[config.mk]
export PLATFORM = sky130hd
export DESIGN_NAME = intel_hex_to_program_commands_flat
export DESIGN_NICKNAME = d
export VERILOG_FILES = /design/src/sv/ihpc_pkg.sv /design/src/sv/ihpc_if.sv /design/src/sv/intel_hex_to_program_commands.sv /design/src/sv/ihpc_ram.sv /design/src/sv/ihpc_front.sv /design/src/sv/ihpc_queue.sv /design/src/sv/ihpc_back.sv /design/src/flat_wrapper.sv
export SDC_FILE = /design/constraint.sdc
export NUM_CORES = 1
export LEC_CHECK = 0
export BUFFER_PORTS_ARGS = -buffer_cell sky130_fd_sc_hd__buf_2
export CAP_MARGIN = 20
export CORE_MARGIN = 3
export CORE_UTILIZATION = 60
export CTS_CLUSTER_DIAMETER = 80
export CTS_CLUSTER_SIZE = 30
export DETAILED_ROUTE_END_ITERATION = 7
export HOLD_SLACK_MARGIN = 0.02
export PLACE_DENSITY = 0.76
export SETUP_SLACK_MARGIN = 0.05
export SLEW_MARGIN = 20
export SYNTH_ARGS = -nofsm -noshare
export SYNTH_HDL_FRONTEND = slang
export SYNTH_HIERARCHICAL = 1
export SYNTH_SLANG_ARGS = --single-unit
export TNS_END_PERCENT = 100
[constraint.sdc]
create_clock -name clk -period 5.6 [get_ports clk]
set_clock_uncertainty 0.2 [all_clocks]
set_input_delay 0 -clock clk [delete_from_list [all_inputs] [get_ports clk]]
set_output_delay 0 -clock clk [all_outputs]
set_load 0.01 [all_outputs]
[src/sv/ihpc_pkg.sv]
// Shared constants, types and helpers for the hex record parser.
`default_nettype none
package ihpc_pkg;

  localparam int MAX_RECORD = 32;
  localparam int ADDR_W = $clog2(MAX_RECORD);
  localparam int CNT_W = $clog2(MAX_RECORD + 1);
  localparam logic [7:0] MAX_LEN = 8'(MAX_RECORD);

  localparam logic [7:0] CHAR_COLON = 8'h3A;
  localparam logic [7:0] REC_DATA = 8'h00;
  localparam logic [7:0] REC_END = 8'h01;
  localparam logic [7:0] CMD_WRITE = 8'h03;
  localparam logic [7:0] CMD_PROGRAM = 8'h04;

  localparam logic [1:0] KIND_RECORD = 2'd0;
  localparam logic [1:0] KIND_END = 2'd1;
  localparam logic [1:0] KIND_CHECKSUM = 2'd2;
  localparam logic [1:0] KIND_ABORT = 2'd3;

  // One queued job for the emitter: either a stop code or a buffered record.
  typedef struct packed {
    logic is_record;
    logic [1:0] kind;
    logic [7:0] addr_high;
    logic [7:0] addr_low;
    logic [7:0] length;
  } cmd_t;

  typedef struct packed {
    logic valid;
    cmd_t cmd;
  } push_t;

  function automatic logic [3:0] digit_value(input logic [7:0] c);
    logic [3:0] v;
    v = 4'h0;
    if (c >= 8'h30 && c <= 8'h39) begin
      v = c[3:0];
    end else if ((c >= 8'h61 && c <= 8'h66) || (c >= 8'h41 && c <= 8'h46)) begin
      v = c[3:0] + 4'd9;
    end
    return v;
  endfunction

endpackage
`default_nettype wire

[src/sv/ihpc_if.sv]
// Handshake interfaces for the character input and the command byte output.
`default_nettype none
interface ihpc_char_if;
  logic valid;
  logic ready;
  logic [7:0] char_code;
  logic end_of_input;
  modport source(output valid, output char_code, output end_of_input, input ready);
  modport sink(input valid, input char_code, input end_of_input, output ready);
endinterface

interface ihpc_byte_if;
  logic valid;
  logic ready;
  logic [7:0] out_byte;
  logic [1:0] kind;
  logic last;
  modport source(output valid, output out_byte, output kind, output last, input ready);
  modport sink(input valid, input out_byte, input kind, input last, output ready);
endinterface
`default_nettype wire

[src/sv/intel_hex_to_program_commands.sv]
// Intel HEX parser producing programmer command bytes.
// Throughput: one character per cycle into the parser when not stalled; stop codes and
// record headers leave at one byte per cycle unless the output stalls. Each record data byte
// takes a buffer read and then a load into the output register before the next is read.
// Input stalls while the job queue is full, and a data byte waits for earlier records to drain.
// Reset (synchronous, rst high) clears all control state; the record buffer is not cleared.
`default_nettype none
module intel_hex_to_program_commands
  import ihpc_pkg::*;
(
  input  wire logic   clk,
  input  wire logic   rst,
  ihpc_char_if.sink   text,
  ihpc_byte_if.source cmds
);

  push_t push;
  logic q_room;
  logic head_valid;
  cmd_t head;
  logic pop;
  logic rec_done;
  logic ram_we;
  logic [ADDR_W-1:0] ram_waddr;
  logic [7:0] ram_wdata;
  logic ram_re;
  logic [ADDR_W-1:0] ram_raddr;
  logic [7:0] ram_rdata;

  ihpc_front u_front (
    .clk       (clk),
    .rst       (rst),
    .text      (text),
    .push      (push),
    .q_room    (q_room),
    .rec_done  (rec_done),
    .ram_we    (ram_we),
    .ram_waddr (ram_waddr),
    .ram_wdata (ram_wdata)
  );

  ihpc_queue u_queue (
    .clk        (clk),
    .rst        (rst),
    .push       (push),
    .room       (q_room),
    .head_valid (head_valid),
    .head       (head),
    .pop        (pop)
  );

  ihpc_ram #(
    .WIDTH (8),
    .DEPTH (MAX_RECORD)
  ) u_buf (
    .clk   (clk),
    .we    (ram_we),
    .waddr (ram_waddr),
    .wdata (ram_wdata),
    .re    (ram_re),
    .raddr (ram_raddr),
    .rdata (ram_rdata)
  );

  ihpc_back u_back (
    .clk        (clk),
    .rst        (rst),
    .head_valid (head_valid),
    .head       (head),
    .pop        (pop),
    .rec_done   (rec_done),
    .ram_re     (ram_re),
    .ram_raddr  (ram_raddr),
    .ram_rdata  (ram_rdata),
    .cmds       (cmds)
  );

endmodule
`default_nettype wire

[src/sv/ihpc_ram.sv]
// Generic single-write, single-read RAM with registered read data.
`default_nettype none
module ihpc_ram #(
  parameter int WIDTH = 8,
  parameter int DEPTH = 32
) (
  input  wire logic                     clk,
  input  wire logic                     we,
  input  wire logic [$clog2(DEPTH)-1:0] waddr,
  input  wire logic [WIDTH-1:0]         wdata,
  input  wire logic                     re,
  input  wire logic [$clog2(DEPTH)-1:0] raddr,
  output logic [WIDTH-1:0]              rdata
);

  logic [WIDTH-1:0] mem [DEPTH];

  always_ff @(posedge clk) begin
    if (we) begin
      mem[waddr] <= wdata;
    end
    if (re) begin
      rdata <= mem[raddr];
    end
  end

endmodule
`default_nettype wire

[src/sv/ihpc_front.sv]
// Character parser: assembles record bytes, checks them and queues emit jobs.
`default_nettype none
module ihpc_front
  import ihpc_pkg::*;
(
  input  wire logic        clk,
  input  wire logic        rst,
  ihpc_char_if.sink        text,
  output push_t            push,
  input  wire logic        q_room,
  input  wire logic        rec_done,
  output logic             ram_we,
  output logic [ADDR_W-1:0] ram_waddr,
  output logic [7:0]       ram_wdata
);

  typedef enum logic [6:0] {
    PH_WAIT = 7'b0000001,
    PH_LEN  = 7'b0000010,
    PH_ADRH = 7'b0000100,
    PH_ADRL = 7'b0001000,
    PH_TYPE = 7'b0010000,
    PH_DATA = 7'b0100000,
    PH_SUM  = 7'b1000000
  } phase_t;

  phase_t phase;
  logic [3:0] high_nibble;
  logic nibble_pending;
  logic [7:0] record_length;
  logic [7:0] address_high;
  logic [7:0] address_low;
  logic [7:0] running_sum;
  logic [CNT_W-1:0] data_count;
  logic finished;
  logic stop_pending;
  logic [1:0] rec_outstanding;

  logic accept;
  logic live;
  logic byte_done;
  logic [7:0] byte_val;
  logic [7:0] sum_add;
  logic [CNT_W-1:0] count_inc;
  logic stop_now;
  logic [1:0] stop_kind;
  logic rec_now;
  logic buf_write;

  assign byte_val = {high_nibble, digit_value(text.char_code)};
  assign sum_add = running_sum + byte_val;
  assign count_inc = data_count + 1'b1;
  assign buf_write = (phase == PH_DATA) && nibble_pending;

  // The buffer is not overwritten while the emitter still reads a record from it.
  // A stop code owed after an end-of-input record goes out with the next transfer.
  assign text.ready = finished ? (!stop_pending || q_room) :
                      (q_room && !(buf_write && (rec_outstanding != 2'd0)));
  assign accept = text.valid && text.ready;
  assign live = accept && !finished;
  assign byte_done = live && (phase != PH_WAIT) && nibble_pending;

  always_comb begin
    stop_now = 1'b0;
    stop_kind = KIND_ABORT;
    rec_now = 1'b0;
    if (byte_done) begin
      if (phase == PH_TYPE) begin
        if (byte_val == REC_END) begin
          stop_now = 1'b1;
          stop_kind = KIND_END;
        end else if (byte_val == REC_DATA && record_length > MAX_LEN) begin
          stop_now = 1'b1;
          stop_kind = KIND_ABORT;
        end
      end else if (phase == PH_SUM) begin
        if (sum_add != 8'h00) begin
          stop_now = 1'b1;
          stop_kind = KIND_CHECKSUM;
        end else begin
          rec_now = 1'b1;
        end
      end
    end
    if (live && text.end_of_input && !stop_now && !rec_now) begin
      stop_now = 1'b1;
      stop_kind = KIND_ABORT;
    end
  end

  always_comb begin
    push.valid = 1'b0;
    push.cmd.is_record = 1'b0;
    push.cmd.kind = stop_kind;
    push.cmd.addr_high = address_high;
    push.cmd.addr_low = address_low;
    push.cmd.length = record_length;
    if (stop_pending) begin
      push.valid = accept;
      push.cmd.kind = KIND_ABORT;
    end else if (rec_now) begin
      push.valid = 1'b1;
      push.cmd.is_record = 1'b1;
      push.cmd.kind = KIND_RECORD;
    end else if (stop_now) begin
      push.valid = 1'b1;
    end
  end

  assign ram_we = live && buf_write;
  assign ram_waddr = data_count[ADDR_W-1:0];
  assign ram_wdata = byte_val;

  always_ff @(posedge clk) begin
    if (rst) begin
      phase <= PH_WAIT;
      high_nibble <= '0;
      nibble_pending <= 1'b0;
      record_length <= '0;
      address_high <= '0;
      address_low <= '0;
      running_sum <= '0;
      data_count <= '0;
      finished <= 1'b0;
      stop_pending <= 1'b0;
      rec_outstanding <= 2'd0;
    end else begin
      // Counts records queued or being emitted: at most one in the emitter and two queued.
      if (rec_now && !rec_done) begin
        rec_outstanding <= rec_outstanding + 2'd1;
      end else if (rec_done && !rec_now) begin
        rec_outstanding <= rec_outstanding - 2'd1;
      end
      if (stop_pending && accept) begin
        stop_pending <= 1'b0;
      end
      if (live) begin
        if (phase == PH_WAIT) begin
          if (text.char_code == CHAR_COLON) begin
            phase <= PH_LEN;
            nibble_pending <= 1'b0;
          end
        end else if (!nibble_pending) begin
          high_nibble <= digit_value(text.char_code);
          nibble_pending <= 1'b1;
        end else begin
          nibble_pending <= 1'b0;
          unique case (phase)
            PH_LEN: begin
              record_length <= byte_val;
              running_sum <= byte_val;
              phase <= PH_ADRH;
            end
            PH_ADRH: begin
              address_high <= byte_val;
              running_sum <= sum_add;
              phase <= PH_ADRL;
            end
            PH_ADRL: begin
              address_low <= byte_val;
              running_sum <= sum_add;
              phase <= PH_TYPE;
            end
            PH_TYPE: begin
              running_sum <= sum_add;
              data_count <= '0;
              if (byte_val == REC_DATA && record_length <= MAX_LEN) begin
                phase <= (record_length != 8'h00) ? PH_DATA : PH_SUM;
              end else begin
                phase <= PH_WAIT;
              end
            end
            PH_DATA: begin
              data_count <= count_inc;
              running_sum <= sum_add;
              if (8'(count_inc) >= record_length) begin
                phase <= PH_SUM;
              end
            end
            PH_SUM: begin
              running_sum <= sum_add;
              phase <= PH_WAIT;
            end
            default: begin
              phase <= PH_WAIT;
            end
          endcase
        end
        if (rec_now) begin
          // A record completed by the final character is followed by the abort code.
          if (text.end_of_input) begin
            stop_pending <= 1'b1;
            finished <= 1'b1;
          end
        end
        // Once stopped, the parser state is never looked at again until reset.
        if (stop_now) begin
          finished <= 1'b1;
        end
      end
    end
  end

endmodule
`default_nettype wire

[src/sv/ihpc_queue.sv]
// Two-entry job queue between the parser and the emitter.
`default_nettype none
module ihpc_queue
  import ihpc_pkg::*;
(
  input  wire logic  clk,
  input  wire logic  rst,
  input  wire push_t push,
  output logic       room,
  output logic       head_valid,
  output cmd_t       head,
  input  wire logic  pop
);

  cmd_t entries [2];
  logic wr_ptr;
  logic rd_ptr;
  logic [1:0] count;
  logic do_pop;

  assign room = (count != 2'd2);
  assign head_valid = (count != 2'd0);
  assign head = entries[rd_ptr];
  assign do_pop = pop && head_valid;

  always_ff @(posedge clk) begin
    if (push.valid) begin
      entries[wr_ptr] <= push.cmd;
    end
  end

  always_ff @(posedge clk) begin
    if (rst) begin
      wr_ptr <= 1'b0;
      rd_ptr <= 1'b0;
      count <= 2'd0;
    end else begin
      if (push.valid) begin
        wr_ptr <= !wr_ptr;
      end
      if (do_pop) begin
        rd_ptr <= !rd_ptr;
      end
      if (push.valid && !do_pop) begin
        count <= count + 2'd1;
      end else if (do_pop && !push.valid) begin
        count <= count - 2'd1;
      end
    end
  end

endmodule
`default_nettype wire

[src/sv/ihpc_back.sv]
// Emitter: turns queued jobs into command bytes, reading record data from the buffer.
`default_nettype none
module ihpc_back
  import ihpc_pkg::*;
(
  input  wire logic         clk,
  input  wire logic         rst,
  input  wire logic         head_valid,
  input  wire cmd_t         head,
  output logic              pop,
  output logic              rec_done,
  output logic              ram_re,
  output logic [ADDR_W-1:0] ram_raddr,
  input  wire logic [7:0]   ram_rdata,
  ihpc_byte_if.source       cmds
);

  typedef enum logic [3:0] {
    B_IDLE  = 4'b0001,
    B_HEAD  = 4'b0010,
    B_DREQ  = 4'b0100,
    B_DWAIT = 4'b1000
  } back_state_t;

  back_state_t state;
  cmd_t cur;
  logic [1:0] hidx;
  logic [CNT_W-1:0] didx;
  logic out_valid;
  logic [7:0] out_byte;
  logic [1:0] out_kind;
  logic out_last;

  logic slot_free;
  logic load;
  logic [7:0] load_byte;
  logic [1:0] load_kind;
  logic load_last;
  logic [CNT_W-1:0] didx_inc;
  logic data_last;

  assign slot_free = !out_valid || cmds.ready;
  assign didx_inc = didx + 1'b1;
  assign data_last = (8'(didx_inc) == cur.length);

  assign cmds.valid = out_valid;
  assign cmds.out_byte = out_byte;
  assign cmds.kind = out_kind;
  assign cmds.last = out_last;

  assign ram_re = (state == B_DREQ);
  assign ram_raddr = didx[ADDR_W-1:0];

  always_comb begin
    load = 1'b0;
    load_byte = CMD_WRITE;
    load_kind = KIND_RECORD;
    load_last = 1'b0;
    pop = 1'b0;
    rec_done = 1'b0;
    unique case (state)
      B_IDLE: begin
        if (head_valid && slot_free) begin
          pop = 1'b1;
          load = 1'b1;
          if (head.is_record) begin
            load_byte = CMD_WRITE;
          end else begin
            load_byte = CMD_PROGRAM;
            load_kind = head.kind;
            load_last = 1'b1;
          end
        end
      end
      B_HEAD: begin
        if (slot_free) begin
          load = 1'b1;
          case (hidx)
            2'd1: load_byte = {1'b0, cur.addr_high[7:1]};
            2'd2: load_byte = {cur.addr_high[0], cur.addr_low[7:1]};
            default: begin
              load_byte = {1'b0, cur.length[7:1]};
              load_last = (cur.length == 8'h00);
              rec_done = (cur.length == 8'h00);
            end
          endcase
        end
      end
      B_DREQ: begin
        load = 1'b0;
      end
      B_DWAIT: begin
        if (slot_free) begin
          load = 1'b1;
          load_byte = ram_rdata;
          load_last = data_last;
          rec_done = data_last;
        end
      end
      default: begin
        load = 1'b0;
      end
    endcase
  end

  always_ff @(posedge clk) begin
    if (load) begin
      out_byte <= load_byte;
      out_kind <= load_kind;
      out_last <= load_last;
    end
    if (pop) begin
      cur <= head;
    end
  end

  always_ff @(posedge clk) begin
    if (rst) begin
      state <= B_IDLE;
      out_valid <= 1'b0;
      hidx <= 2'd0;
      didx <= '0;
    end else begin
      if (slot_free) begin
        out_valid <= load;
      end
      unique case (state)
        B_IDLE: begin
          if (pop && head.is_record) begin
            hidx <= 2'd1;
            state <= B_HEAD;
          end
        end
        B_HEAD: begin
          if (slot_free) begin
            hidx <= hidx + 2'd1;
            if (hidx == 2'd3) begin
              didx <= '0;
              state <= (cur.length == 8'h00) ? B_IDLE : B_DREQ;
            end
          end
        end
        B_DREQ: begin
          state <= B_DWAIT;
        end
        B_DWAIT: begin
          if (slot_free) begin
            didx <= didx_inc;
            state <= data_last ? B_IDLE : B_DREQ;
          end
        end
        default: begin
          state <= B_IDLE;
        end
      endcase
    end
  end

endmodule
`default_nettype wire
[src/flat_wrapper.sv]
// flat-port wrapper written by rule: the top's interface ports become plain ports
module intel_hex_to_program_commands_flat import ihpc_pkg::*;
  (clk, rst, text_valid, text_char_code, text_end_of_input, text_ready, cmds_valid, cmds_out_byte, cmds_kind, cmds_last, cmds_ready);
  ihpc_char_if text_i ();
  ihpc_byte_if cmds_i ();
  input  wire logic clk;
  input  wire logic rst;
  input wire logic [$bits(text_i.valid)-1:0] text_valid;
  input wire logic [$bits(text_i.char_code)-1:0] text_char_code;
  input wire logic [$bits(text_i.end_of_input)-1:0] text_end_of_input;
  output wire logic [$bits(text_i.ready)-1:0] text_ready;
  output wire logic [$bits(cmds_i.valid)-1:0] cmds_valid;
  output wire logic [$bits(cmds_i.out_byte)-1:0] cmds_out_byte;
  output wire logic [$bits(cmds_i.kind)-1:0] cmds_kind;
  output wire logic [$bits(cmds_i.last)-1:0] cmds_last;
  input wire logic [$bits(cmds_i.ready)-1:0] cmds_ready;
  assign text_i.valid = text_valid;
  assign text_i.char_code = text_char_code;
  assign text_i.end_of_input = text_end_of_input;
  assign text_ready = text_i.ready;
  assign cmds_valid = cmds_i.valid;
  assign cmds_out_byte = cmds_i.out_byte;
  assign cmds_kind = cmds_i.kind;
  assign cmds_last = cmds_i.last;
  assign cmds_i.ready = cmds_ready;
  intel_hex_to_program_commands u_core (.clk(clk), .rst(rst), .text(text_i), .cmds(cmds_i));
endmodule
==> flow_summary.toml <==
[layout]
num-fill-cells = 1961
utilization = 0.654
fin_cells = 1504
area_growth_pct = 6.45
multi_input_area_um2 = 5460
diodes = 0
seqCellArea_um2 = 11900
drive_above_1_share = 0.203
fin_nets = 1149

[yosys]
yosys_warnings = 6
synth_fp_nets = 1130
synthCells = 1092
synth.avg_cell_area_um2 = 16.3
synth_area_um2 = 17800

[timing]
drv_slew = 0
setup_tns_ns = 0
hold_violations = 0
setup_viol = 0
worst_pin_slew_ns = 1.13
rsz0062_at_grt = "no"
max_freq_mhz = 216
hold_ws_ns = 0.0668
period_needed_ns = 4.62
slew_headroom = 0.245
fin_crit_sh = 0.825

[clocking]
cts_tree = "built"
cts_root_buffer = "clkbuf_16"
clk_latency_ns = 0.54
cts_buffers = 19
clock-sinks = 421
clk_pin_slew_ns = 0.11
cts_buffer_depth = 3
ctsHtreeMaxLevel = 1
cts_setup_buffers = 0

[worst_hold_path]
hold_class = "input port to register"
hp-start = "text_char_code[1]"

[routing]
drt_pass1_iterations = 5
drtIter0Drc = 1011
routedWlPerCell_um = 24.0
routed-via-count = 9700
drc = 0
routed_wl_mm = 36.0
ant_nets = 0
via_per_inst = 6.45

[power_and_ir_drop]
switching_power_mw = 1.50
seqPwrFrac = 0.610
internal-power_mw = 4.55
power_density_nw_per_um2 = 320
clkPwrFrac = 0.271
power.leakage_nw = 5.59
peakVddDrop_mv = 0.176
switching_share = 0.248
comb_power_share = 0.119

[flow_run]
drv_cap = 0

[setup_path]
cp_max_fo = 39
crit_chain = "dlygate4sd3_1 -> buf_2 -> or4b_2 -> nor3_1 -> a22o_1 -> buf_4 -> ha_1 -> a21oi_1 -> o2111ai_1 -> xor2_1 -> nor4_1 -> and3_1 -> ha_1 -> or3_1 -> a21oi_1"
worstPathRequired_ns = 5.86
timing.rr.start = "u_core/u_back/didx[0]"
start_kind = "input port"
cp_slowest_cell = "or4b_2"
arrival_ns = 4.88
cp_slowest_stage_delay_ns = 0.70
worstSetupStartpoint = "text_char_code[3]"
criticalPathCategory = "input port to register"
endpoint_kind = "register"

[global_route]
antenna_found_initial = 0
gr-total-overflow = 0
grt_pass1_wl_mm = 55.3
grt_usage = 0.230
first_global_vias = 9340
grt_max_degree = 73

[placement]
place.gp.congestion = 0.874
place_inst = 1462
numPortBuffers = 25
dp_hpwl_mm = 22.5

[floorplanning]
die_height_um = 178
initial_core_util = 0.615
die_w_um = 178
num_rows = 62
io_pins = 26
dieArea_um2 = 31800
core_area_um2 = 28900

[status]
status = "complete, no violations"
[cells in the final DEF (no fill, tap or decap), types with 4 or more instances in the layout]
cell,n
ha_1,24
a21o_1,4
nand4b_1,4
a211oi_2,6
or3_1,6
dfxtp_1,69
inv_1,22
mux2i_1,31
a21oi_1,27
buf_4,19
and2_1,5
and4b_1,4
mux4_2,80
a211oi_1,7
nand2b_1,8
mux2_2,37
nand3_1,15
xor2_1,14
a22o_1,5
edfxtp_1,350
nor4_1,5
buf_2,25
nor2b_1,8
dlygate4sd3_1,12
a22oi_1,13
and3_1,5
nor2_1,109
nand3b_1,8
o21ai_0,33
clkbuf_16,19
xnor2_1,9
or4_1,5
nor3_1,11
nand2_1,29
[path summary, 6_finish.rpt]
kind / depth (start not counted) / slack (ns) / to
max: 15 / 0.98 / u_core/u_front/rec_outstanding[1]
min: 5 / 0.07 / u_core/u_queue/entries[0][25]
max reg2reg: 10 / 2.01 / u_core/u_front/rec_outstanding[1]
min reg2reg: 0 / 0.27 / u_core/u_queue/entries[1][17]
[registers in the layout, summed over array words and instances, names as in the netlist, 7 cells and up, named ones only]
name,cells
u_core/u_front/phase,7
u_core/u_front/address_low,7
u_core/u_front/record_length,8
u_core/u_back/cur,23
u_core/u_buf/mem,256
u_core/u_buf/rdata,8
u_core/u_front/running_sum,8
u_core/u_queue/entries,52
u_core/u_back/cmds.out_byte,8
u_core/u_front/address_high,8
[what timing repair did]
item | in CTS | in global routing
resized for setup | 0 | 0
hold endpoints to repair | 65 | 0
hold buffers | 12 | 0
[stage by stage]
stage | power [mW] | cell area (um2) | setup WS [ns]
floorplan | 4.25 | 17800 | 1.40
global route | 6.29 | 18900 | 0.650
global placement | 4.45 | 18200 | 1.23
CTS | 6.09 | 18900 | 1.03
finish | 6.05 | 18900 | 0.980
detailed placement | 4.47 | 18200 | 1.00
[layer usage]
layer	vias to the layer above	global-route usage	part of all wire
met2	368	0.362	0.48
met5	-	0	0
met1	4992	0.350	0.43
met4	0	0.0558	0.020
met3	44	0.0304	0.073
li1	4296	-	-
[worst max-delay path, delay by kind of cell]
kind                       cells  cell delay (ns)
AOI/OAI and AO/OA              4             0.78
xor gates and xnor gates       1             0.19
adders and majority gates      2             0.60
buffers and inverters          3             1.05
and+or+nand+nor                5             2.27
[final cells by class]
type	instances	share of cell area
Clock inverter	9	0.00562
Multi-Input combinational cell	591	0.288
Sequential cell	421	0.630
Timing Repair Buffer	56	0.0205
Clock buffer	21	0.0255
Tap cell	384	0.0254
Inverter	22	0.00436
[power by group through the flow]
stage	Clock, mW	Combinational, mW	Sequential [mW]
floorplan	0	0.514	3.74
global placement	0	0.694	3.76
detailed placement	0	0.708	3.76
CTS	1.68	0.722	3.69
global route	1.78	0.792	3.71
finish	1.64	0.722	3.69
Note: power is estimated with default switching activity, not from simulation.
